--- src/rtl/core/rhp_pkg.sv ---
// rhp_pkg: shared types and constants for the RPC header parser.
// Depends on nothing; used by rhp_parse_core and rpc_header_parser_unit.
`timescale 1ns / 1ps

package rhp_pkg;

  localparam int unsigned PHASE_W = 3;
  localparam int unsigned BYTES_W = 5;
  localparam int unsigned IDX_W   = 4;
  localparam int unsigned ERR_W   = 2;

  localparam logic [PHASE_W-1:0] PH_MASK   = 3'd0;
  localparam logic [PHASE_W-1:0] PH_STREAM = 3'd1;
  localparam logic [PHASE_W-1:0] PH_FUNC   = 3'd2;
  localparam logic [PHASE_W-1:0] PH_TMO    = 3'd3;
  localparam logic [PHASE_W-1:0] PH_STATUS = 3'd4;
  localparam logic [PHASE_W-1:0] PH_SKIP   = 3'd5;

  localparam logic [ERR_W-1:0] ERR_OK    = 2'd0;
  localparam logic [ERR_W-1:0] ERR_MASK  = 2'd1;
  localparam logic [ERR_W-1:0] ERR_TRUNC = 2'd2;
  localparam logic [ERR_W-1:0] ERR_LONG  = 2'd3;

  localparam logic [7:0] MASK_RSVD    = 8'hF0;
  localparam logic [7:0] MASK_REQUEST = 8'h01;
  localparam logic [7:0] MASK_FIRST   = 8'h02;
  localparam logic [7:0] MASK_LAST    = 8'h04;
  localparam logic [7:0] MASK_TIMEOUT = 8'h08;

  localparam logic [BYTES_W-1:0] BYTES_SAT    = 5'd31;
  localparam logic [IDX_W-1:0]   STREAM_LEN   = 4'd3;
  localparam logic [IDX_W-1:0]   VARINT_LAST  = 4'd9;
  localparam logic [IDX_W-1:0]   VARINT_LIMIT = 4'd10;

  typedef struct packed {
    logic [7:0] data_byte;
    logic       end_of_buffer;
  } rhp_in_t;

  typedef struct packed {
    logic               is_request;
    logic               first_message;
    logic               last_message;
    logic               timeout_present;
    logic [23:0]        stream_number;
    logic [63:0]        function_number;
    logic [31:0]        timeout_millis;
    logic [7:0]         status_code;
    logic [BYTES_W-1:0] header_bytes;
    logic [ERR_W-1:0]   parse_error;
    logic               timeout_clipped;
  } rhp_out_t;

endpackage

--- src/rtl/core/rhp_chan_if.sv ---
// rhp_chan_if: valid/ready channel carrying one payload struct per transaction.
// Depends on nothing; its instances take payload types from rhp_pkg.
`timescale 1ns / 1ps

interface rhp_chan_if #(
  parameter type payload_t = logic
);
  logic     valid;
  logic     ready;
  payload_t payload;

  modport source (output valid, output payload, input ready);
  modport sink   (input valid, input payload, output ready);
endinterface

--- src/rtl/core/rhp_parse_core.sv ---
// rhp_parse_core: header parse state and per-byte field update logic.
// Depends on rhp_pkg; produces at most one result per accepted byte, combinationally.
`timescale 1ns / 1ps

module rhp_parse_core (
  input  logic             clk,
  input  logic             rst_n,
  input  logic             step,
  input  rhp_pkg::rhp_in_t byte_in,
  output logic             res_valid,
  output rhp_pkg::rhp_out_t res
);
  import rhp_pkg::*;

  logic [PHASE_W-1:0] phase_r, phase_nxt;
  logic [BYTES_W-1:0] bytes_r, bytes_nxt;
  logic [IDX_W-1:0]   idx_r, idx_nxt;
  logic [3:0]         flags_r, flags_nxt;
  logic [23:0]        stream_r, stream_nxt;
  logic [63:0]        func_r, func_nxt;
  logic [63:0]        tmo_r, tmo_nxt;
  logic [7:0]         status_r, status_nxt;

  logic [7:0]       b;
  logic             eob;
  logic             req_first;
  logic             resp_last;
  logic [IDX_W-1:0] idx_c;
  logic [IDX_W-1:0] idx_inc;
  logic [6:0]       shamt;
  logic [63:0]      vbits;
  logic             emit;
  logic [ERR_W-1:0] err;

  assign b         = byte_in.data_byte;
  assign eob       = byte_in.end_of_buffer;
  assign req_first = flags_r[0] && flags_r[1];
  assign resp_last = !flags_r[0] && flags_r[2];
  assign idx_c     = (idx_r > VARINT_LAST) ? VARINT_LAST : idx_r;
  assign idx_inc   = idx_c + 4'd1;
  assign shamt     = 7'(idx_c) * 7'd7;
  assign vbits     = {57'd0, b[6:0]} << shamt;

  always_comb begin
    phase_nxt  = phase_r;
    bytes_nxt  = bytes_r;
    idx_nxt    = idx_r;
    flags_nxt  = flags_r;
    stream_nxt = stream_r;
    func_nxt   = func_r;
    tmo_nxt    = tmo_r;
    status_nxt = status_r;
    emit       = 1'b0;
    err        = ERR_OK;

    if (phase_r == PH_SKIP) begin
      if (eob) begin
        phase_nxt = PH_MASK;
      end
    end else begin
      bytes_nxt = (bytes_r != BYTES_SAT) ? bytes_r + 5'd1 : bytes_r;
      unique case (phase_r)
        PH_STREAM: begin
          stream_nxt = {stream_r[15:0], b};
          idx_nxt    = idx_r + 4'd1;
          if (idx_nxt >= STREAM_LEN) begin
            idx_nxt = '0;
            if (req_first) begin
              phase_nxt = PH_FUNC;
            end else if (resp_last) begin
              phase_nxt = PH_STATUS;
            end else begin
              emit = 1'b1;
            end
          end
        end
        PH_FUNC, PH_TMO: begin
          if (phase_r == PH_FUNC) begin
            func_nxt = func_r | vbits;
          end else begin
            tmo_nxt = tmo_r | vbits;
          end
          idx_nxt = idx_inc;
          if (b[7]) begin
            if (idx_inc >= VARINT_LIMIT) begin
              emit = 1'b1;
              err  = ERR_LONG;
            end
          end else begin
            idx_nxt = '0;
            if (phase_r == PH_FUNC && flags_r[3]) begin
              phase_nxt = PH_TMO;
            end else begin
              emit = 1'b1;
            end
          end
        end
        PH_STATUS: begin
          status_nxt = b;
          emit       = 1'b1;
        end
        default: begin
          // mask byte; unused phase codes restart here as well
          bytes_nxt  = 5'd1;
          idx_nxt    = '0;
          flags_nxt  = '0;
          stream_nxt = '0;
          func_nxt   = '0;
          tmo_nxt    = '0;
          status_nxt = '0;
          if ((b & MASK_RSVD) != 8'h00) begin
            emit = 1'b1;
            err  = ERR_MASK;
          end else begin
            flags_nxt = b[3:0];
            phase_nxt = PH_STREAM;
          end
        end
      endcase
      if (!emit && eob) begin
        emit = 1'b1;
        err  = ERR_TRUNC;
      end
      if (emit) begin
        phase_nxt = eob ? PH_MASK : PH_SKIP;
      end
    end
  end

  always_comb begin
    res             = '0;
    res.parse_error = err;
    if (err == ERR_OK) begin
      res.is_request      = flags_nxt[0];
      res.first_message   = flags_nxt[1];
      res.last_message    = flags_nxt[2];
      res.timeout_present = flags_nxt[3];
      res.stream_number   = stream_nxt;
      res.function_number = func_nxt;
      res.timeout_millis  = tmo_nxt[31:0];
      res.status_code     = status_nxt;
      res.header_bytes    = bytes_nxt;
      res.timeout_clipped = |tmo_nxt[63:32];
    end
  end

  assign res_valid = step && emit;

  always_ff @(posedge clk) begin
    if (!rst_n) begin
      phase_r <= PH_MASK;
      bytes_r <= '0;
      idx_r   <= '0;
      flags_r <= '0;
    end else if (step) begin
      phase_r <= phase_nxt;
      bytes_r <= bytes_nxt;
      idx_r   <= idx_nxt;
      flags_r <= flags_nxt;
    end
  end

  always_ff @(posedge clk) begin
    if (step) begin
      stream_r <= stream_nxt;
      func_r   <= func_nxt;
      tmo_r    <= tmo_nxt;
      status_r <= status_nxt;
    end
  end

endmodule

--- src/rtl/core/rpc_header_parser_unit.sv ---
// rpc_header_parser_unit: byte-serial RPC message header parser, top level.
// Depends on rhp_pkg, rhp_chan_if and rhp_parse_core.
//
//   channel   dir  payload                      transaction
//   in_chan   in   rhp_in_t  (one buffer byte)  valid & ready
//   out_chan  out  rhp_out_t (header result)    valid & ready
//
// One byte per cycle; a byte's result appears on out_chan the cycle after it is taken.
// The output register frees in the cycle its transaction completes, so no bubble.
// in_chan stalls only while a result is held and out_chan is not ready.
// Synchronous active-low reset returns the parser to waiting for a mask byte.
`timescale 1ns / 1ps

module rpc_header_parser_unit (
  input logic clk,
  input logic rst_n,
  rhp_chan_if.sink   in_chan,
  rhp_chan_if.source out_chan
);
  import rhp_pkg::*;

  logic     step;
  logic     res_valid;
  rhp_out_t res;
  logic     out_valid_r;
  rhp_out_t out_data_r;

  assign in_chan.ready = !out_valid_r || out_chan.ready;
  assign step          = in_chan.valid && in_chan.ready;

  rhp_parse_core u_core (
    .clk       (clk),
    .rst_n     (rst_n),
    .step      (step),
    .byte_in   (in_chan.payload),
    .res_valid (res_valid),
    .res       (res)
  );

  always_ff @(posedge clk) begin
    if (!rst_n) begin
      out_valid_r <= 1'b0;
    end else if (in_chan.ready) begin
      out_valid_r <= res_valid;
    end
  end

  always_ff @(posedge clk) begin
    if (res_valid) begin
      out_data_r <= res;
    end
  end

  assign out_chan.valid   = out_valid_r;
  assign out_chan.payload = out_data_r;

endmodule

--- src/flat_wrapper.sv ---
// flat-port wrapper written by rule: the top's interface ports become plain ports
module rpc_header_parser_unit_flat import rhp_pkg::*;
  (clk, rst_n, in_chan_valid, in_chan_payload, in_chan_ready, out_chan_valid, out_chan_payload, out_chan_ready);
  rhp_chan_if #(.payload_t(rhp_in_t)) in_chan_i ();
  rhp_chan_if #(.payload_t(rhp_out_t)) out_chan_i ();
  input logic clk;
  input logic rst_n;
  input wire logic [$bits(in_chan_i.valid)-1:0] in_chan_valid;
  input wire logic [$bits(in_chan_i.payload)-1:0] in_chan_payload;
  output wire logic [$bits(in_chan_i.ready)-1:0] in_chan_ready;
  output wire logic [$bits(out_chan_i.valid)-1:0] out_chan_valid;
  output wire logic [$bits(out_chan_i.payload)-1:0] out_chan_payload;
  input wire logic [$bits(out_chan_i.ready)-1:0] out_chan_ready;
  assign in_chan_i.valid = in_chan_valid;
  assign in_chan_i.payload = in_chan_payload;
  assign in_chan_ready = in_chan_i.ready;
  assign out_chan_valid = out_chan_i.valid;
  assign out_chan_payload = out_chan_i.payload;
  assign out_chan_i.ready = out_chan_ready;
  rpc_header_parser_unit u_core (.clk(clk), .rst_n(rst_n), .in_chan(in_chan_i), .out_chan(out_chan_i));
endmodule
--- config.mk ---
export PLATFORM = sky130hd
export DESIGN_NAME = rpc_header_parser_unit_flat
export DESIGN_NICKNAME = d
export VERILOG_FILES = /design/src/rtl/core/rhp_pkg.sv /design/src/rtl/core/rhp_chan_if.sv /design/src/rtl/core/rhp_parse_core.sv /design/src/rtl/core/rpc_header_parser_unit.sv /design/src/flat_wrapper.sv
export SDC_FILE = /design/constraint.sdc
export NUM_CORES = 1
export LEC_CHECK = 0
export BUFFER_PORTS_ARGS = -buffer_cell sky130_fd_sc_hd__buf_2
export CORE_AREA = 2 2 165 167
export CTS_BUF_LIST = sky130_fd_sc_hd__clkbuf_4
export DETAILED_ROUTE_END_ITERATION = 10
export DIE_AREA = 0 0 167 169
export PLACE_DENSITY = 0.72
export SYNTH_ARGS = -nofsm -noshare
export SYNTH_HDL_FRONTEND = slang
export SYNTH_SLANG_ARGS = --single-unit
--- constraint.sdc ---
create_clock -name clk -period 37.1 [get_ports clk]
set_input_delay 3.71 -clock clk [delete_from_list [all_inputs] [get_ports clk]]
set_output_delay 3.71 -clock clk [all_outputs]
set_load 0.01 [all_outputs]
==> results_dict.tcl <==
set metrics [dict create \
    finalCriticalPeriod_ns 7.85 \
    hold_path.startpoint "u_core.u_core.flags_r[3]" \
    leakagePower_uw 0.00642 \
    crit_slowest_cell "nor2b_1" \
    first_pass_iters 5 \
    yosys-top-cells-count "edfxtp_1, nor2_1, inv_1, a22oi_1, nand2_1" \
    cellPowerDensity_mw_per_mm2 52.1 \
    clk_latency_ns 0.70 \
    p_int_uw 619 \
    synth_seq_cells 317 \
    postCtsSetupBuffers 0 \
    cts.sinks 317 \
    ys_seq_area_share_pct 67.8 \
    finalWirelength_um 30900 \
    grt_max_degree 92 \
    setup.worst_path.end_class "primary output" \
    worstMarginPinSlew_ns 1.29 \
    postCtsResizedCells 0 \
    start_util_pct 52.0 \
    async_flop_share_pct 0 \
    drc 0 \
    num_vias 9395 \
    crit_path_frequent_cell "buf_2" \
    yosysWarnings 0 \
    std_cell_rows 60 \
    synth_fp_nets 1104 \
    clock_path_buffers 3 \
    mappedNetlistArea_sq_mm 0.0138 \
    antenna_found_initial 2 \
    ys_types 59 \
    utilization_pct 59.7 \
    critPathLaunchType "primary input" \
    root_buffer "clkbuf_4" \
    drt_first_iter_violations 1047 \
    crit_path_end "in_chan_ready" \
    place_congestion 0.829 \
    ir_worst_vdd_mv 0.0319 \
    finalHoldViolCount 0 \
    fp.coreArea_sq_mm 0.0265 \
    arrival_ns 4.14 \
    htree_levels 3 \
    hold_depth 2 \
    outcome "complete, no violations" \
    swShare_pct 25.0 \
    grt_pass1_vias 9109 \
    areaGrowthSynthToFinish_pct 14.8 \
    pre_cts_slack_ns 29.19 \
    grt.overflow.total 0 \
    tns_ns 0 \
    combPwrFrac_pct 9.7 \
    final-setup-viol-count 0 \
    critPathLaunch "out_chan_ready" \
    reg2reg_slack_ns 31.63 \
    slew_violations 0 \
    final.setup_skew_ns 0.0482 \
    crit_type "in2out" \
    layout_worst_path_cycle_share_pct 21.2 \
    cpPeakStageDelay_ns 0.13 \
    setup_ws_ns 29.25 \
    r2r-end "u_core.out_chan.payload[13]" \
    grt_pass1_wl_um 48600 \
    io_pins 155 \
    worstPathRequired_ns 33.39 \
    synth.avg_cell_area_sq_um 12.7 \
    layout-drive-gt1-share_pct 25.8 \
    crit_path_cell_trace "buf_2 > nor2b_1 > inv_1 > buf_2" \
    io_buffers 154 \
    synth_largest_area_cell "edfxtp_1" \
    wl_per_cell_um 18.6 \
    path_max_fanout 2 \
    hpwlAfterDp_um 17700 \
    switchingPower_uw 206 \
    clk_pin_slew_ns 0.05 \
    max_freq_mhz 127 \
    seqPwrFrac_pct 52.7 \
    avgViaCountPerCell 5.67 \
    synth_area_leaders "edfxtp_1, a22oi_1, nor2_1" \
    relSlewSlack_pct 13.5 \
    finalNetCount 1276 \
    synth_cells 1084 \
    yosysMostFrequentCell "edfxtp_1" \
    cts_tree "yes" \
    rsz0062_at_grt "false" \
    track_usage_pct 21.6 \
    ctsHoldBuffers 0 \
    synth_edf_count 300 \
    die_h_um 169 \
    antenna_left 0 \
    cts_buffers 79 \
    die_area_sq_mm 0.0282 \
    die_width_um 167 \
    worstReg2RegStart "u_core.u_core.idx_r[1]" \
    ys.flop_type "edfxtp_1" \
    synth_top_area_share_pct 65.4 \
    hp-class "reg2reg" \
    rr_worst_depth 12 \
    clkPwrFrac_pct 37.6 \
    maxCapViolCount 0 \
]
-- sequential cells by signal, indices dropped and copies added (netlist names) --
register                 count
u_core.u_core.bytes_r        5
u_core.u_core.status_r       8
u_core.out_chan.valid        1
u_core.u_core.flags_r        4
u_core.u_core.func_r        64
u_core.out_chan.payload    140
u_core.u_core.stream_r      24
u_core.u_core.idx_r          4
u_core.u_core.tmo_r         64
u_core.u_core.phase_r        3
-- worst min-delay path by stage --
stage | endpoint | slack, ns
floorplan | u_core.u_core.flags_r[3] | 0.45
global placement | u_core.u_core.flags_r[3] | 0.47
detailed placement | u_core.u_core.flags_r[3] | 0.48
CTS | u_core.u_core.flags_r[3] | 0.49
global route | u_core.u_core.flags_r[3] | 0.52
finish | u_core.u_core.flags_r[3] | 0.49
-- layer usage --
| metal | vias to the layer above | share of wire, % | track usage (%) |
|---|---|---|---|
| met1 | 4600 | 44 | 30.0 |
| met5 | - | 0.042 | 0 |
| met4 | 2 | 1.8 | 7.57 |
| met3 | 51 | 6.4 | 5.12 |
| met2 | 367 | 48 | 33.5 |
| li1 | 4375 | - | - |
-- metrics by stage --
stage               cells  hold WS [ns]  power [uW]  area, sq um
floorplan            1084         0.452         499        13800
global placement     1516         0.472         520        14700
detailed placement   1516         0.484         522        14700
CTS                  1657         0.493         833        15800
global route         1658         0.523         862        15800
finish               1658         0.490         825        15800
-- final cells by class --
class | instances | area (sq um)
Fill cell | 2118 | 10700
Timing Repair Buffer | 168 | 876
Antenna cell | 1 | 2.50
Inverter | 115 | 437
Sequential cell | 317 | 9350
Tap cell | 341 | 427
Clock buffer | 123 | 923
Clock inverter | 18 | 164
Multi-Input combinational cell | 575 | 3640
-- layout by cell type, fill, tap and decap left out, types with 3 or more instances in the layout --
cell type	Yosys	routed
nor3_2	4	4
xnor2_1	5	5
nand3_1	15	15
nand2b_1	5	5
a21oi_1	26	25
nand4_1	3	3
and2_1	6	6
o21a_1	3	3
bufinv_16	0	3
clkbuf_4	0	123
nor2_1	126	125
nor2_2	3	4
nor4_1	10	10
a21boi_0	5	5
nor2b_1	35	34
edfxtp_1	300	300
a22o_1	27	27
a31oi_1	3	3
a21oi_4	0	3
dfxtp_1	17	16
nor3_1	16	16
inv_1	115	114
buf_4	5	14
nor2_4	18	18
ha_1	7	7
o21ai_0	34	34
buf_2	23	154
a32o_1	8	8
a22oi_1	98	98
nand2_1	53	53
clkinv_1	0	10
a32oi_1	33	33
-- power by group through the flow --
stage | sequential [uW] | clock [uW] | combinational, uW
2_1_floorplan | 451 | 0 | 48.1
3_3_place_gp | 442 | 0 | 78.8
3_5_place_dp | 442 | 0 | 80.4
4_1_cts | 435 | 318 | 80.6
5_1_grt | 437 | 337 | 87.8
6_report | 435 | 310 | 80.3
-- logic make-up after synthesis --
| kind of cell | count (synthesis) | share of synthesized area, % |
|---|---|---|
| xor gates and xnor gates | 6 | 0.381 |
| buffers and inverters | 192 | 5.97 |
| DFF | 317 | 67.8 |
| and+or+nand+nor | 310 | 11.7 |
| adders and majority gates | 7 | 0.636 |
| AOI/OAI and AO/OA | 251 | 13.4 |
| muxes | 1 | 0.0726 |
-- critical path, delay by kind of cell --
| family | cells | cell delay (ns) |
|---|---|---|
| buffers and inverters | 3 | 0.30 |
| AND/OR/NAND/NOR | 1 | 0.13 |
(Power assumes the default switching activity.)
